File: src/rtl/dth_ram.sv
`default_nettype none
module dth_ram #(
  parameter int Width = 8,
  parameter int Depth = 16
) (
  input  wire logic                     clk,
  input  wire logic                     we,
  input  wire logic [$clog2(Depth)-1:0] waddr,
  input  wire logic [Width-1:0]         wdata,
  input  wire logic [$clog2(Depth)-1:0] raddr,
  output logic      [Width-1:0]         rdata
);
  logic [Width-1:0] mem [Depth];
  always_ff @(posedge clk) begin
    if (we) mem[waddr] <= wdata;
    rdata <= mem[raddr];
  end
endmodule
`default_nettype wire
File: config.mk
export PLATFORM = sky130hd
export DESIGN_NAME = dth_ram
export DESIGN_NICKNAME = d
export VERILOG_FILES = /design/src/rtl/dth_ram.sv
export SDC_FILE = /design/constraint.sdc
export NUM_CORES = 1
export LEC_CHECK = 0
export ABC_AREA = 1
export BUFFER_PORTS_ARGS = -buffer_cell sky130_fd_sc_hd__buf_2
export CORE_ASPECT_RATIO = 1.1
export CORE_MARGIN = 4
export CORE_UTILIZATION = 53
export CTS_BUF_LIST = sky130_fd_sc_hd__clkbuf_8
export DETAILED_ROUTE_END_ITERATION = 16
export PLACE_DENSITY = 0.82
export SETUP_SLACK_MARGIN = 0.3
export SYNTH_ARGS = -nofsm -noshare
export SYNTH_HDL_FRONTEND = slang
export SYNTH_SLANG_ARGS = --single-unit
File: constraint.sdc
create_clock -name clk -period 1.7 [get_ports clk]
set_input_delay 0.34 -clock clk [delete_from_list [all_inputs] [get_ports clk]]
set_output_delay 0.34 -clock clk [all_outputs]
set_load 0.03 [all_outputs]
==> qor.yml, run 1 <==
sta:
  post-route-period-util: 0.797
  setup_viol: 0
  holdWs_ps: 273
  tightest_slew_ps: 405
  max_freq_mhz: 738
  drv_slew: 0
  setup_tns_ps: 0
  max_slew_margin: 0.730
  finalCriticalPeriod_ps: 1350
  fin_skew_ps: 8.82
  hold_viol_final: 0
  grt_setup_unrepaired: "false"
clock_tree:
  cts_setup_buffers: 0
  cts_root_buffer: "clkbuf_8"
  cts_tree: "done"
  cts.path.max_buffers: 2
  cts_buffers: 17
  worst_skew_pair.late_latency_ps: 440
  numClockSinks: 136
  ctsHoldBuffers: 0
  path_clk_slew_ps: 70
  htree_levels: 4
final_layout:
  antennaDiodeCount: 0
  final_common_cell: "nand2_1"
  fin_area_um2: 6590
  area_growth_pct: 14.3
  finalNetCount: 613
  final_cell_mix: "nand2_1, edfxtp_1, inv_1"
  drive_gt1_frac: 0.133
setup_path:
  max_stage_delay_ps: 360
  start_kind: "register"
  endpoint: "rdata[3]"
  path_class: "reg -> out"
  crit_chain: "buf_2"
  crit_buf_inv: 1
  critPathTopFamily: "flip-flops"
  worst-endpoint-arrival_ps: 1010
  worstSetupPathDepth: 1
  reg2reg_slack_ps: 680
  rr_endpoint: "rdata[4]"
  cp_slowest_cell: "dfxtp_1"
  cp.required_ps: 1360
  crit_fanout: 1
  critPathLaunch: "rdata[3]"
  reg2reg_depth: 6
  end_kind: "primary output"
  regToRegStartpoint: "mem[9][4]"
logic_synthesis:
  yosys.cell_types.count: 12
  yosysSeqAreaShare: 0.694
  synthMuxAreaShare: 0
  syn_area_per_cell_um2: 10.5
  syn_nets: 569
  synthAdderAreaFrac: 0
  yosys_register_bits: 136
  post_synth_xor_area_fraction: 0
  synth_top_family_by_area: "simple AND/OR/NAND/NOR gates"
  synth_compound_area_frac: 0
  syn_area_um2: 5770
  syn_inst: 551
  ys_warn_count: 0
  synthSimpleGateAreaFrac: 0.210
die:
  coreArea_um2: 10500
  initial_utilization: 0.550
  chipWidth_um: 107
  die_area_um2: 12600
  dieHeight_um: 117
  ios: 26
  row_count: 39
drt:
  wirelength_um: 12900
  vias_per_cell: 5.33
  wire_per_inst_um: 17.2
  drt_iter0_markers: 517
  drt_pass1_iterations: 5
  drc: 0
  vias: 4003
  ant_nets: 0
grt:
  gr-usage-all-layers: 0.218
  antenna_found_initial: 0
  grt_pass1_wl_um: 20800
  grt_remaining_overflow: 0
  grt_max_degree: 33
  grt_pass1_vias: 4000
job:
  cap_violations: 0
placed_design:
  post_dp_cell_area_um2: 6120
  dpl.hpwl_um: 7820
  io_buffers: 25
  place.gp.congestion: 0.824
power_and_ir_drop:
  p_total_mw: 7.36
  ir_drop_uv: 842
  leakagePower_nw: 2.89
  power_density_nw_per_um2: 1120
status:
  status: "complete, no violations"
min_path:
  hp-class: "in -> reg"
[worst min path at each step]
stage                   start        end  slack, ps  cells after the start
global placement    mem[2][1]   rdata[1]        660                      6
finish               raddr[3]   rdata[7]        270                      3
global route         raddr[3]   rdata[4]        290                      3
detailed placement  mem[4][5]   rdata[5]        680                      6
CTS                  raddr[3]   rdata[7]        260                      3
floorplan            wdata[0]  mem[0][0]        440                      0
[metrics by stage]
stage | std cells | setup WS [ps] | util
after global placement | 719 | 270 | 0.584
after floorplan | 551 | 409 | -
after global routing | 751 | 315 | 0.628
after CTS | 751 | 320 | 0.628
final | 751 | 346 | 0.628
after detailed placement | 719 | 229 | 0.584
[timing repair]
action	4_1_cts	5_1_grt
endpoints found under the setup margin	1	0
hold endpoints to repair	0	0
gates resized for setup	1	0
[report_power, final]
part | leakage, nW | total [mW] | switching, mW | internal, mW
Clock | 0.238 | 3.08 | 1.20 | 1.87
Sequential | 1.22 | 3.77 | 0.0231 | 3.74
Combinational | 1.43 | 0.509 | 0.363 | 0.146
Total | 2.89 | 7.36 | 1.59 | 5.76
[cell families after synthesis]
kind of cell / after synthesis
DFF: 136
buffers and inverters: 126
and+or+nand+nor: 289
[layer usage]
layer	wire length, µm	track usage	vias to the layer above
li1	-	-	1863
met1	5100	0.289	1877
met2	6290	0.347	229
met3	1120	0.0495	34
met4	393	0.0900	0
met5	0	0	-
[sequential cells by signal (all words and copies together), names as in the netlist]
name / flops
mem: 128
rdata: 8
[synth_stat cells (all sizes together)]
cell type,count,area share
nand2,173,0.11
nor2,17,0.011
nand3,97,0.084
dfxtp,8,0.028
buf,24,0.029
nand3b,2,0.0026
inv,102,0.066
edfxtp,128,0.67
[cell type report]
type                            instances  area (µm²)
Clock buffer                           17         234
Fill cell                             802        3900
Inverter                              102         383
Sequential cell                       136        4000
Tap cell                              143         179
Timing Repair Buffer                   49         345
Multi-Input combinational cell        289        1210
Clock inverter                         15         233
Note: power is estimated with default switching activity, not from simulation.
==> run 2, diff against run 1 <==
- clock period: 1.7 -> 1.35 ns (I/O delays scaled with it)
==> run 2 against run 1 <==
Against the previous run: sequential share of layout area is 0.82 points lower; wire length is 3.7% lower; die area stayed put; largest cell class unchanged; largest power group unchanged.
==> qor.yml, run 2 (synthesis results as in run 1) <==
sta:
  fin_skew_ps: 7.91
  drv_slew: 0
  finalCriticalPeriod_ps: 1200
  tightest_slew_ps: 410
  setup_tns_ps: 0
  setup_viol: 0
  grt_setup_unrepaired: "true"
  max_slew_margin: 0.726
  max_freq_mhz: 830
  hold_viol_final: 0
  holdWs_ps: 214
  post-route-period-util: 0.893
min_path:
  min_path_cells: 3
  hp-class: "in -> reg"
die:
  dieHeight_um: 117
  die_area_um2: 12600
  initial_utilization: 0.550
  chipWidth_um: 107
  ios: 26
  coreArea_um2: 10500
  row_count: 39
setup_path:
  start_kind: "register"
  path_class: "reg -> out"
  reg2reg_depth: 6
  worst-endpoint-arrival_ps: 930
  cp.required_ps: 1080
  max_stage_delay_ps: 370
  crit_fanout: 1
  worstSetupPathDepth: 1
  critPathTopFamily: "flip-flops"
  end_kind: "primary output"
  cp_slowest_cell: "dfxtp_4"
  crit_buf_inv: 1
  crit_chain: "buf_6"
final_layout:
  largest_register_ffs: 128
  drive_gt1_frac: 0.176
  antennaDiodeCount: 0
  fillCellCount: 758
  final_common_cell: "nand2_1"
  reg_top3: "mem x128, rdata x8"
  area_growth_pct: 16.2
  final_cell_mix: "nand2_1, edfxtp_1, inv_1"
  finalNetCount: 612
  largest_register: "mem"
clock_tree:
  path_clk_slew_ps: 70
  cts.path.max_buffers: 2
  cts_tree: "done"
  ctsHoldBuffers: 0
  cts_setup_buffers: 0
  htree_levels: 4
  cts_buffers: 17
  worst_skew_pair.late_latency_ps: 430
  numClockSinks: 136
  cts_root_buffer: "clkbuf_8"
drt:
  vias_per_cell: 5.23
  vias: 3921
  wire_per_inst_um: 16.6
  drt_pass1_iterations: 8
  wirelength_um: 12400
  drt_iter0_markers: 361
  drc: 0
  ant_nets: 0
grt:
  gr-usage-all-layers: 0.209
  grt_pass1_vias: 3841
  grt_pass1_wl_um: 19800
  antenna_found_initial: 0
  grt_max_degree: 41
  grt_remaining_overflow: 0
power_and_ir_drop:
  power_density_nw_per_um2: 1210
  ir_drop_uv: 751
  leakagePower_nw: 2.88
job:
  cap_violations: 0
placed_design:
  place.gp.congestion: 0.825
  dpl.hpwl_um: 8090
  io_buffers: 25
status:
  status: "complete, no violations"
run 2: changes by cell type in the layout (fill, tap and decap cells not counted), moves of 7 or more:
| cell | change |
|---|---|
| buf_12 | +10 |
| buf_2 | -7 |
| buf_4 | -12 |
| buf_6 | +8 |
| dfxtp_1 | -8 |
| dfxtp_2 | +7 |
| nand3_1 | -9 |
| nand3_2 | +9 |
| nor2_1 | -16 |
| nor2_2 | +14 |
run 2: repair_timing:
action                     CTS  global route
resized for setup           25             9
gates cloned                 0             0
setup endpoints to repair    8            14
hold endpoints to repair     0             0
run 2: final timing paths:
path                            startpoint  endpoint  slack (ps)
worst max-delay path              rdata[5]  rdata[5]         150
worst min-delay path              raddr[3]  rdata[4]         210
worst max register to register   mem[5][1]  rdata[1]         330
worst min register to register  mem[14][4]  rdata[4]         670
run 2: metal layers:
layer / GRT usage / wire [µm] / vias up
li1: - / - / 1858
met2: 0.353 / 6670 / 212
met4: 0.111 / 419 / 0
met5: 0 / 0 / -
met3: 0.0440 / 853 / 36
met1: 0.249 / 4500 / 1815
run 2: cell type report:
type / count / area [µm²] / share of cell area
flip-flops and latches: 136 / 4020 / 0.599
multi-input cells: 289 / 1310 / 0.195
repair buffers: 48 / 510 / 0.0762
inverters: 102 / 383 / 0.0571
clock buffers: 17 / 234 / 0.0349
well taps: 143 / 179 / 0.0267
clock inverters: 15 / 71.3 / 0.0106
run 2: power breakdown:
part           leakage [nW]  switching, mW  internal (mW)  total, mW
logic                  1.49          0.470          0.243      0.712
clock network         0.166           1.41           1.19       2.61
registers              1.22         0.0354           4.72       4.76
total                  2.88           1.92           6.16       8.08
run 2: stage by stage:
stage / total power [mW] / utilization / area, µm² / cells / setup slack [ps]
6_report: 8.08 / 0.639 / 6700 / 750 / 145
4_1_cts: 8.10 / 0.635 / 6660 / 750 / 120
2_1_floorplan: 5.23 / - / 5820 / 551 / 206
3_5_place_dp: 5.50 / 0.600 / 6290 / 718 / 1.41
3_3_place_gp: 5.48 / 0.600 / 6290 / 718 / 35.7
5_1_grt: 8.40 / 0.639 / 6700 / 750 / 122
